==> src/rtl/btn_pkg.sv <==
package btn_pkg;

    localparam int SLOPE_W    = 32;
    localparam int FRAC_W     = 17;
    localparam int FRAC_SHIFT = 16;
    localparam int DIV_W      = 49;
    localparam int RECIP_BIT  = 32;
    localparam int QX_W       = 22;
    localparam int IN_DATA_W  = 40;
    localparam int OUT_DATA_W = 24;

    localparam logic [1:0] OP_WRITE  = 2'd0;
    localparam logic [1:0] OP_SLOPES = 2'd1;
    localparam logic [1:0] OP_QUERY  = 2'd2;

    localparam logic [FRAC_W-1:0]  FRAC_ONE  = 17'h10000;
    localparam logic [SLOPE_W-1:0] SLOPE_MAX = 32'hFFFF_FFFF;

    typedef enum logic [3:0] {
        S_IDLE,
        S_SL_FIRST,
        S_SL_GAP,
        S_SL_DIV,
        S_Q_LOW,
        S_Q_HIGH,
        S_Q_SEARCH,
        S_Q_MUL,
        S_Q_DIV,
        S_FINISH
    } t_state;

endpackage

==> src/rtl/btn_div.sv <==
module btn_div #(
    parameter int DVD_W = 49,
    parameter int DVS_W = 32
) (
    input  logic             i_clk,
    input  logic             i_rst_n,
    input  logic             i_start,
    input  logic [DVD_W-1:0] i_dividend,
    input  logic [DVS_W-1:0] i_divisor,
    output logic             o_done,
    output logic [DVD_W-1:0] o_quotient
);

    localparam int CW = $clog2(DVD_W + 1);

    logic             r_busy;
    logic             r_done;
    logic [CW-1:0]    r_cnt;
    logic [DVS_W-1:0] r_rem;
    logic [DVS_W-1:0] r_dvs;
    logic [DVD_W-1:0] r_quo;

    logic [DVS_W:0]   w_trial;
    logic [DVS_W:0]   w_diff;
    logic             w_fit;

    assign w_trial = {r_rem, r_quo[DVD_W-1]};
    assign w_fit   = w_trial >= {1'b0, r_dvs};
    assign w_diff  = w_trial - {1'b0, r_dvs};

    always_ff @(posedge i_clk) begin
        if (!i_rst_n) begin
            r_busy <= 1'b0;
            r_done <= 1'b0;
            r_cnt  <= '0;
        end else begin
            r_done <= 1'b0;
            if (i_start) begin
                r_busy <= 1'b1;
                r_cnt  <= '0;
                r_rem  <= '0;
                r_dvs  <= i_divisor;
                r_quo  <= i_dividend;
            end else if (r_busy) begin
                // restoring step, one quotient bit per cycle
                r_rem <= w_fit ? w_diff[DVS_W-1:0] : w_trial[DVS_W-1:0];
                r_quo <= {r_quo[DVD_W-2:0], w_fit};
                r_cnt <= r_cnt + 1'b1;
                if (r_cnt == CW'(DVD_W - 1)) begin
                    r_busy <= 1'b0;
                    r_done <= 1'b1;
                end
            end
        end
    end

    assign o_done     = r_done;
    assign o_quotient = r_quo;

endmodule

==> src/rtl/btn_mul.sv <==
module btn_mul #(
    parameter int A_W = 32,
    parameter int B_W = 32
) (
    input  logic               i_clk,
    input  logic               i_rst_n,
    input  logic               i_start,
    input  logic [A_W-1:0]     i_a,
    input  logic [B_W-1:0]     i_b,
    output logic               o_done,
    output logic [A_W+B_W-1:0] o_product
);

    localparam int PW = A_W + B_W;
    localparam int CW = $clog2(B_W + 1);

    logic           r_busy;
    logic           r_done;
    logic [CW-1:0]  r_cnt;
    logic [A_W-1:0] r_a;
    logic [B_W-1:0] r_b;
    logic [PW-1:0]  r_acc;

    logic [PW-1:0]  w_addend;

    assign w_addend = r_b[B_W-1] ? PW'(r_a) : '0;

    always_ff @(posedge i_clk) begin
        if (!i_rst_n) begin
            r_busy <= 1'b0;
            r_done <= 1'b0;
            r_cnt  <= '0;
        end else begin
            r_done <= 1'b0;
            if (i_start) begin
                r_busy <= 1'b1;
                r_cnt  <= '0;
                r_a    <= i_a;
                r_b    <= i_b;
                r_acc  <= '0;
            end else if (r_busy) begin
                // msb first shift and add
                r_acc <= {r_acc[PW-2:0], 1'b0} + w_addend;
                r_b   <= {r_b[B_W-2:0], 1'b0};
                r_cnt <= r_cnt + 1'b1;
                if (r_cnt == CW'(B_W - 1)) begin
                    r_busy <= 1'b0;
                    r_done <= 1'b1;
                end
            end
        end
    end

    assign o_done    = r_done;
    assign o_product = r_acc;

endmodule

==> src/rtl/breakpoint_table_normalizer.sv <==
// channel   dir  fields (lsb first)                          transfer when
// s_axis    in   tdata: op[1:0] point_index[5:2] sample[37:6] tvalid & tready
// m_axis    out  tdata: fraction[16:0]                        tvalid & tready
//
// write breakpoint goes from idle straight to the finish state, other unused codes likewise
// slope update: walks the gaps in order, one divide on the 49-step divider per rising gap
// query: a search over the breakpoints, then up to two 32-step serial multiplies
// synchronous active-low reset clears breakpoints and slopes to zero
// s_axis_tready is high only when idle; a held result does not block the next input,
// but the item after it waits in the finish state until the result register frees up
module breakpoint_table_normalizer #(
    parameter int NUM_POINTS  = 10,
    parameter int VALUE_WIDTH = 32
) (
    input  logic                            i_clk,
    input  logic                            i_rst_n,
    input  logic                            i_s_axis_tvalid,
    output logic                            o_s_axis_tready,
    // op[1:0], point_index[5:2], sample[37:6], zero fill above
    input  logic [btn_pkg::IN_DATA_W-1:0]   i_s_axis_tdata,
    output logic                            o_m_axis_tvalid,
    input  logic                            i_m_axis_tready,
    // fraction[16:0], zero fill above
    output logic [btn_pkg::OUT_DATA_W-1:0]  o_m_axis_tdata
);

    localparam int VW  = VALUE_WIDTH;
    localparam int IW  = $clog2(NUM_POINTS);
    localparam int SW  = (NUM_POINTS > 2) ? $clog2(NUM_POINTS - 1) : 1;
    localparam int SLW = btn_pkg::SLOPE_W;
    localparam int MAW = (VW > SLW) ? VW : SLW;
    localparam int PW  = MAW + SLW;
    localparam int PXW = (PW > 64) ? PW : 65;
    localparam int DW  = btn_pkg::DIV_W;
    localparam int FW  = btn_pkg::FRAC_W;
    localparam logic [VW-1:0] VSIGN = {1'b1, {(VW-1){1'b0}}};
    // position at which the scaled fraction passes full scale
    localparam logic [DW-1:0] POS_SAT = DW'((int'(btn_pkg::FRAC_ONE) + 1) * NUM_POINTS);
    // reciprocal of the point count, exact for positions below POS_SAT
    localparam logic [SLW-1:0] DIV_RECIP =
        SLW'((64'd1 << btn_pkg::RECIP_BIT) / NUM_POINTS + 1);

    btn_pkg::t_state r_state, n_state;

    logic [VW-1:0]  r_bp [NUM_POINTS];
    logic [SLW-1:0] r_sl [NUM_POINTS-1];

    logic [IW-1:0]  r_idx, n_idx;
    logic [VW-1:0]  r_prev, n_prev;
    logic [VW-1:0]  r_val, n_val;
    logic [FW-1:0]  r_frac, n_frac;
    logic           r_out_valid, n_out_valid;
    logic [FW-1:0]  r_out_data, n_out_data;

    logic [1:0]     w_op;
    logic [5:0]     w_pidx;
    logic [63:0]    w_sx;
    logic [VW-1:0]  w_in_biased;
    logic           w_bp_we;
    logic [IW-1:0]  w_bp_waddr;
    logic           w_sl_we;
    logic [SLW-1:0] w_sl_data;
    logic [IW-1:0]  w_sidx;
    logic [VW-1:0]  w_bp_rd;
    logic [SLW-1:0] w_sl_rd;
    logic           w_last;
    logic [VW-1:0]  w_off;

    logic           w_div_start;
    logic           w_div_done;
    logic           w_mul_start;
    logic           w_mul_done;
    logic [DW-1:0]  w_div_dvd;
    logic [VW-1:0]  w_div_dvs;
    logic [DW-1:0]  w_div_q;
    logic [MAW-1:0] w_mul_a;
    logic [SLW-1:0] w_mul_b;
    logic [PW-1:0]  w_mul_p;
    logic [PXW-1:0] w_pext;
    logic           w_ovf;
    logic [DW-1:0]  w_pos;
    logic [SLW-1:0] w_recip;

    assign w_op        = i_s_axis_tdata[1:0];
    assign w_pidx      = 6'(i_s_axis_tdata[5:2]);
    assign w_sx        = {{32{i_s_axis_tdata[37]}}, i_s_axis_tdata[37:6]};
    assign w_in_biased = w_sx[VW-1:0] ^ VSIGN;

    assign w_bp_rd = r_bp[r_idx];
    assign w_sl_rd = r_sl[r_idx[SW-1:0]];
    assign w_sidx  = r_idx - 1'b1;
    assign w_last  = r_idx == IW'(NUM_POINTS - 1);
    assign w_off   = r_val - w_bp_rd;

    assign w_pext  = PXW'(w_mul_p);
    assign w_ovf   = |w_pext[PXW-1:64];
    assign w_pos   = DW'(w_pext[63:btn_pkg::FRAC_SHIFT])
                   + (DW'(r_idx) << btn_pkg::FRAC_SHIFT);
    assign w_recip = (|w_div_q[DW-1:btn_pkg::RECIP_BIT]) ? btn_pkg::SLOPE_MAX
                                                         : w_div_q[SLW-1:0];

    btn_div #(
        .DVD_W (DW),
        .DVS_W (VW)
    ) u_div (
        .i_clk      (i_clk),
        .i_rst_n    (i_rst_n),
        .i_start    (w_div_start),
        .i_dividend (w_div_dvd),
        .i_divisor  (w_div_dvs),
        .o_done     (w_div_done),
        .o_quotient (w_div_q)
    );

    btn_mul #(
        .A_W (MAW),
        .B_W (SLW)
    ) u_mul (
        .i_clk     (i_clk),
        .i_rst_n   (i_rst_n),
        .i_start   (w_mul_start),
        .i_a       (w_mul_a),
        .i_b       (w_mul_b),
        .o_done    (w_mul_done),
        .o_product (w_mul_p)
    );

    always_ff @(posedge i_clk) begin
        if (!i_rst_n) begin
            r_state     <= btn_pkg::S_IDLE;
            r_out_valid <= 1'b0;
            r_idx       <= '0;
            for (int i = 0; i < NUM_POINTS; i++) begin
                r_bp[i] <= VSIGN;
            end
            for (int i = 0; i < NUM_POINTS - 1; i++) begin
                r_sl[i] <= '0;
            end
        end else begin
            r_state     <= n_state;
            r_out_valid <= n_out_valid;
            r_idx       <= n_idx;
            if (w_bp_we) begin
                r_bp[w_bp_waddr] <= w_in_biased;
            end
            if (w_sl_we) begin
                r_sl[w_sidx[SW-1:0]] <= w_sl_data;
            end
        end
    end

    always_ff @(posedge i_clk) begin
        r_prev     <= n_prev;
        r_val      <= n_val;
        r_frac     <= n_frac;
        r_out_data <= n_out_data;
    end

    always_comb begin
        n_state     = r_state;
        n_idx       = r_idx;
        n_prev      = r_prev;
        n_val       = r_val;
        n_frac      = r_frac;
        n_out_valid = r_out_valid;
        n_out_data  = r_out_data;
        w_bp_we     = 1'b0;
        w_bp_waddr  = w_pidx[IW-1:0];
        w_sl_we     = 1'b0;
        w_sl_data   = '0;
        w_div_start = 1'b0;
        w_div_dvd   = '0;
        w_div_dvs   = '0;
        w_mul_start = 1'b0;
        w_mul_a     = MAW'(w_off);
        w_mul_b     = w_sl_rd;

        if (r_out_valid && i_m_axis_tready) begin
            n_out_valid = 1'b0;
        end

        unique case (r_state)
            btn_pkg::S_IDLE: begin
                if (i_s_axis_tvalid) begin
                    n_frac  = '0;
                    n_state = btn_pkg::S_FINISH;
                    unique case (w_op)
                        btn_pkg::OP_WRITE: begin
                            w_bp_we = w_pidx < 6'(NUM_POINTS);
                        end
                        btn_pkg::OP_SLOPES: begin
                            n_idx   = '0;
                            n_state = btn_pkg::S_SL_FIRST;
                        end
                        btn_pkg::OP_QUERY: begin
                            n_val   = w_in_biased;
                            n_idx   = '0;
                            n_state = btn_pkg::S_Q_LOW;
                        end
                        default: begin
                            n_frac = '0;
                        end
                    endcase
                end
            end
            btn_pkg::S_SL_FIRST: begin
                n_prev  = w_bp_rd;
                n_idx   = r_idx + 1'b1;
                n_state = btn_pkg::S_SL_GAP;
            end
            btn_pkg::S_SL_GAP: begin
                n_prev = w_bp_rd;
                if (w_bp_rd > r_prev) begin
                    w_div_start = 1'b1;
                    w_div_dvd   = DW'(1) << btn_pkg::RECIP_BIT;
                    w_div_dvs   = w_bp_rd - r_prev;
                    n_state     = btn_pkg::S_SL_DIV;
                end else begin
                    w_sl_we = 1'b1;
                    if (w_last) begin
                        n_frac  = '0;
                        n_state = btn_pkg::S_FINISH;
                    end else begin
                        n_idx = r_idx + 1'b1;
                    end
                end
            end
            btn_pkg::S_SL_DIV: begin
                if (w_div_done) begin
                    w_sl_we   = 1'b1;
                    w_sl_data = w_recip;
                    if (w_last) begin
                        n_frac  = '0;
                        n_state = btn_pkg::S_FINISH;
                    end else begin
                        n_idx   = r_idx + 1'b1;
                        n_state = btn_pkg::S_SL_GAP;
                    end
                end
            end
            btn_pkg::S_Q_LOW: begin
                if (r_val < w_bp_rd) begin
                    n_frac  = '0;
                    n_state = btn_pkg::S_FINISH;
                end else begin
                    n_idx   = IW'(NUM_POINTS - 1);
                    n_state = btn_pkg::S_Q_HIGH;
                end
            end
            btn_pkg::S_Q_HIGH: begin
                if (r_val >= w_bp_rd) begin
                    n_frac  = btn_pkg::FRAC_ONE;
                    n_state = btn_pkg::S_FINISH;
                end else begin
                    n_idx   = IW'(NUM_POINTS - 2);
                    n_state = btn_pkg::S_Q_SEARCH;
                end
            end
            btn_pkg::S_Q_SEARCH: begin
                // the first breakpoint is known to be at or below the sample
                if (r_val >= w_bp_rd) begin
                    w_mul_start = 1'b1;
                    n_state     = btn_pkg::S_Q_MUL;
                end else begin
                    n_idx = r_idx - 1'b1;
                end
            end
            btn_pkg::S_Q_MUL: begin
                if (w_mul_done) begin
                    if (w_ovf || w_pos >= POS_SAT) begin
                        n_frac  = btn_pkg::FRAC_ONE;
                        n_state = btn_pkg::S_FINISH;
                    end else begin
                        // divide by the point count as a reciprocal multiply
                        w_mul_start = 1'b1;
                        w_mul_a     = MAW'(DIV_RECIP);
                        w_mul_b     = SLW'(w_pos[btn_pkg::QX_W-1:0]);
                        n_state     = btn_pkg::S_Q_DIV;
                    end
                end
            end
            btn_pkg::S_Q_DIV: begin
                if (w_mul_done) begin
                    n_frac  = w_mul_p[btn_pkg::RECIP_BIT +: FW];
                    n_state = btn_pkg::S_FINISH;
                end
            end
            btn_pkg::S_FINISH: begin
                if (!r_out_valid || i_m_axis_tready) begin
                    n_out_valid = 1'b1;
                    n_out_data  = r_frac;
                    n_state     = btn_pkg::S_IDLE;
                end
            end
            default: begin
                n_state = btn_pkg::S_IDLE;
            end
        endcase
    end

    assign o_s_axis_tready = r_state == btn_pkg::S_IDLE;
    assign o_m_axis_tvalid = r_out_valid;
    assign o_m_axis_tdata  = btn_pkg::OUT_DATA_W'(r_out_data);

endmodule
==> config.mk <==
export PLATFORM = sky130hd
export DESIGN_NAME = breakpoint_table_normalizer
export DESIGN_NICKNAME = d
export VERILOG_FILES = /design/src/rtl/btn_pkg.sv /design/src/rtl/btn_div.sv /design/src/rtl/btn_mul.sv /design/src/rtl/breakpoint_table_normalizer.sv
export SDC_FILE = /design/constraint.sdc
export NUM_CORES = 2
export LEC_CHECK = 0
export BUFFER_PORTS_ARGS = -buffer_cell sky130_fd_sc_hd__buf_2
export CAP_MARGIN = 40
export CORE_AREA = 2 2 482 388
export CTS_CLUSTER_DIAMETER = 40
export DETAILED_ROUTE_END_ITERATION = 10
export DIE_AREA = 0 0 484 390
export PLACE_DENSITY_LB_ADDON = 0.2
export SLEW_MARGIN = 20
export SYNTH_ARGS = -nofsm -noshare
export SYNTH_HDL_FRONTEND = slang
export SYNTH_SLANG_ARGS = --single-unit
==> constraint.sdc <==
create_clock -name i_clk -period 13.8 [get_ports i_clk]
set_clock_uncertainty 0.05 [all_clocks]
set_input_delay 1.38 -clock i_clk [delete_from_list [all_inputs] [get_ports i_clk]]
set_output_delay 1.38 -clock i_clk [all_outputs]
set_load 0.05 [all_outputs]
# After elaboration in Yosys (flattened, before gate mapping)
# Memory sizes are Yosys's and may differ from the RTL's. A register that Yosys moved wholly into a read port is not among the register bits.
# Index checks and enable logic that the tools add are counted.
[word_totals]
ff_bits = 364
mem_bits_rw = 608
out_inout_bits = 26
word_cells = 189
in_bits = 44
mem_count = 2
[classes]
n_reduce_logical = 28
eq_ne = 29
n_lt_le_gt_ge = 6
n_bitwise = 4
n_mux = 92
add_sub_neg = 9
[memory_table]
columns = ["name", "depth", "width", "rd", "rd_ports_with_merged_regs", "wr", "line", "source"]
rows = [
  ["r_bp", 10, 32, 1, 1, 10, "breakpoint_table_normalizer.sv:45", "logic [VW-1:0] r_bp [NUM_POINTS];"],
  ["r_sl", 9, 32, 1, 1, 9, "breakpoint_table_normalizer.sv:46", "logic [SLW-1:0] r_sl [NUM_POINTS-1];"],
]
[op_table]
columns = ["operator", "n"]
rows = [
  ["32-bit 2-to-1 mux", 16],
  ["17-bit 2-to-1 mux", 9],
  ["17-bit one-hot mux with 7 select lines", 1],
  ["4-bit 2-to-1 mux", 25],
  ["49-bit 2-to-1 mux", 2],
  ["32-bit subtractor", 3],
  ["33-bit 2-to-1 mux", 2],
  ["64-bit adder", 1],
  ["64-bit 2-to-1 mux", 1],
  ["32-bit OR reduction", 2],
  ["48-bit by 20-bit adder with 49-bit output", 1],
  ["49-bit by 20-bit greater-or-equal comparator with 1-bit output (second input constant)", 1],
  ["4-bit one-hot mux with 10 select lines", 1],
  ["33-bit by 32-bit greater-or-equal comparator with 1-bit output", 1],
  ["32-bit greater-or-equal comparator", 1],
  ["32-bit > comparator", 1],
  ["32-bit < comparator", 1],
  ["1-bit 2-to-1 mux", 31],
  ["4-bit one-hot mux with 7 select lines", 1],
  ["2-bit != test (second input constant)", 11],
  ["17-bit OR reduction", 1],
  ["4-bit by 3-bit == test with 1-bit output (second input constant)", 4],
  ["7-bit nonzero test", 2],
  ["6-bit by 1-bit adder with 6-bit output (second input constant)", 2],
  ["other kinds (28)", 47],
]

# Longest topological paths before layout
[logic_depth]
ltp_word = 9
mapped_depth = 19

# By module
# A second synthesis with hierarchy kept.
[unflattened]
cells_unflattened = 4618
hier_area_um2 = 65626.7
[modules_own_cells]
columns = ["mod", "area_per_inst_um2", "seq_area_each_um2", "cells_each", "instances"]
rows = [
  ["breakpoint_table_normalizer", 51066.5, 33952.6, 3324, 1],
  ["btn_mul", 7777.5, 4003.8, 710, 1],
  ["btn_div", 6782.8, 3553.4, 584, 1],
]

# Least setup slack after synthesis
# Ideal clock, no wire load.
[synth_timing]
kind = "reg-to-reg"
startpoint = "register with a tool-made name"
endpoint = "register u_mul.r_acc[0], in the netlist u_mul.o_product[0] (enable)"
required_ns = 13.142
n_path_buf = 7
slack_ns = 3.273
setup_ns = 0.608
stages_incl_launch_ff = 18
arrival_time_ns = 9.869
cell_sequence = "dfxtp_1 -> clkbuf_1 -> clkbuf_1 -> buf_1 -> buf_1 -> mux4_2 -> inv_1 -> ha_1 -> clkbuf_1 -> nand4_1 -> or3_1 -> o221ai_1 -> o221a_2 -> a31o_1 -> clkbuf_1 -> nand2_1 -> buf_1 -> a31oi_1"
[synth_lines]
columns = ["element", "line", "source"]
rows = [
  ["end signal, assigned", "btn_mul.sv:43", "r_acc <= {r_acc[PW-2:0], 1'b0} + w_addend;"],
  ["end, declared", "btn_mul.sv:22", "logic [PW-1:0] r_acc;"],
]

==> metrics.yaml <==
fp.dieW_um: 484
worst_pin_slew_ns: 0.898
fmax_mhz: 132
place_area_mm2: 0.0684
synthArstFlopShare_pct: 0
period_minus_slack_ns: 7.59
areaGrowthSynthToFinish_pct: 17.6
fin_crit_sh_pct: 55.0
syn_area_mm2: 0.0641
crit_required_ns: 14.19
setup_viol: 0
hold_path.class: "reg -> reg"
cellPowerDensity_mw_per_mm2: 165
final_antenna_net_count: 0
rsz0062_at_grt: "false"
port-buffer-count: 60
p_sw_uw: 3490
cap_violations: 0
cts_root_buffer: "clkbuf_16"
io_pins: 70
synth_top_flop_cell: "edfxtp_1"
combinationalPowerShare_pct: 17.5
final_core_util_pct: 41.0
initial_core_util_pct: 34.9
drc: 0
rows: 141
nets: 4986
clk_pin_slew_ns: 0.06
place_ws_ns: 6.19
mostFrequentLayoutCells: "edfxtp_1, nor2_1, mux4_2"
final_common_cell: "edfxtp_1"
clkPwrFrac_pct: 41.9
ys_ff_latch: 1392
r2r_slack_ns: 6.21
finalPower_uw: 12500
place.gp.congestion: 0.865
netSwitchingFraction_pct: 28.0
drive_above_1_share_pct: 18.2
vias: 38330
finalMaxSlewViolations: 0
synth_area_per_cell_um2: 14.3
grt_pass1_wl_mm: 254
max_slew_margin_pct: 39.6
globalRoute.totalOverflow: 0
via_per_inst: 5.18
worstPathArrival_ns: 7.98
startpoint_type: "flip-flop"
design_area_mm2: 0.0754
ys_seq_area_share_pct: 64.8
status: "completed"
numCtsBuffers: 196
p_seq_share_pct: 40.5
synth_cell_types: 84
synthCells: 4471
clock-sinks: 1392
grt.total_usage_pct: 18.1
antenna_found_initial: 7
yosysWarnings: 0
leakage_uw: 0.0260
grt_pass1_vias: 38165
ctsHoldBuffers: 0
fp.dieH_um: 390
core-area_mm2: 0.184
worstSetupEndpointType: "flip-flop"
hpwl_mm: 105
drt_wl_total_mm: 172
p_int_uw: 8970
cts_tree: "built"
n_fill_cell: 16920
setup_slack_ns: 6.21
grt_start_max_net_pins: 109
ir_drop_uv: 115
crit_fanout: 108
htree_levels: 4
finalHoldViolCount: 0
avgRoutedWirePerCell_um: 23.2
cts_resized: 0
clockBufferDepth: 3
drt_iter0_drc: 3644
critPathKind: "reg -> reg"
post_cts_buffers: 0
die_area_mm2: 0.189
setup_tns_ns: 0
clk-insertion-delay-late_ns: 0.83
first_pass_iters: 5
synth_edf_count: 1363
power groups by stage:
stage,Combinational (µW),Clock [µW],Sequential (µW)
detailed placement,2170,0,5140
finish,2190,5220,5050
global placement,2140,0,5130
CTS,2180,5310,5050
global route,2360,5500,5070
floorplan,1470,0,5090
final timing paths:
check            start            end  cells past startpoint
min reg2reg  r_frac[9]  r_out_data[9]                      0
min          r_frac[9]  r_out_data[9]                      0
max          flip-flop    r_sl[8][30]                     16
max reg2reg  flip-flop    r_sl[8][30]                     16
synth_stat cells (6+ instances only):
library cell / instances / area [µm²]
a2111oi_0: 10 / 87.6
a211o_1: 9 / 78.8
a211oi_1: 24 / 180
a21boi_0: 7 / 52.6
a21o_1: 81 / 608
a21oi_1: 131 / 656
a31oi_1: 15 / 93.8
and2_1: 93 / 582
and3_1: 36 / 225
and4_1: 10 / 87.6
buf_1: 38 / 143
buf_2: 7 / 35.0
buf_4: 12 / 90.1
buf_6: 9 / 101
clkbuf_1: 165 / 619
dfxtp_1: 29 / 581
edfxtp_1: 1363 / 40900
ha_1: 142 / 1780
inv_1: 209 / 785
mux2i_1: 48 / 480
mux4_2: 320 / 7210
nand2_1: 225 / 845
nand2b_1: 17 / 106
nand3_1: 59 / 295
nand4_1: 41 / 257
nor2_1: 801 / 3010
nor2b_1: 33 / 206
nor3_1: 34 / 170
nor4_1: 16 / 100
o211ai_1: 7 / 52.6
o21a_1: 26 / 195
o21ai_0: 97 / 485
o21ai_1: 35 / 175
o21ai_2: 11 / 96.3
o21bai_1: 17 / 128
o31a_1: 6 / 52.6
o31ai_1: 14 / 105
or2_2: 13 / 81.3
or3_1: 19 / 119
xnor2_1: 100 / 876
xor2_1: 52 / 455
per-layer routing:
metal  global-route usage, %  vias up  part of all wire, %
li1                        -    17330                    -
met1                    26.7    19717                   47
met2                    27.6     1070                   45
met3                    3.23      213                  5.9
met4                    4.22        0                  1.8
met5                       0        -                    0
metrics by stage:
stage                     hold slack [ns]  instances
after CTS                           0.370       7393
after global routing                0.375       7398
after global placement              0.353       7007
after detailed placement            0.356       7024
after floorplan                     0.350       4669
final                               0.367       7398
worst max-delay path, cell delays in order (launching register included):
cell and delay, ns:
dfxtp_4 0.79, buf_12 0.56, mux4_2 0.42, mux4_2 0.60, ha_1 0.41, a21o_1 0.23
o21bai_1 0.16, a2111oi_0 0.46, o211ai_1 0.42, a41o_1 0.42, o31ai_1 0.63, o21a_1 0.34
and2_1 0.26, nand3_2 0.08, buf_4 0.36, nand2_2 0.15, buf_4 0.58
sequential cells by signal, indices dropped and copies added, names as in the netlist, 4 cells and up, named ones only:
name	cells
r_bp	512
r_frac	17
r_idx	4
r_out_data	17
r_prev	32
r_sl	512
r_state	4
r_val	32
u_div.o_quotient	49
u_div.r_cnt	6
u_div.r_dvs	32
u_div.r_rem	32
u_mul.o_product	64
u_mul.r_a	32
u_mul.r_b	32
u_mul.r_cnt	6
layout make-up:
type / count / area, µm² / share of cell area (%)
well taps: 2431 / 3040 / 4.04
clock inverters: 149 / 1850 / 2.45
flip-flops and latches: 1392 / 41500 / 55.1
multi-input cells: 2837 / 21800 / 28.9
clock buffers: 220 / 5070 / 6.73
diodes: 1 / 2.50 / 0.00332
inverters: 209 / 785 / 1.04
repair buffers: 159 / 1310 / 1.74
logic make-up (layout without fill, tap and decap cells):
family                   Yosys count  count (layout)  share of synthesized area [%]
other                              1             200                        0.00585
XOR/XNOR                         152             152                           2.08
multiplexers                     373             373                           12.1
AO/OA/AOI/OAI                    547             547                           5.57
buffers and inverters            440             737                           2.77
AND/OR/NAND/NOR                 1419            1419                           9.79
adder cells (fa/ha/maj)          147             147                           2.93
flip-flops                      1392            1392                           64.8
Power figures use the tool's default switching activity.
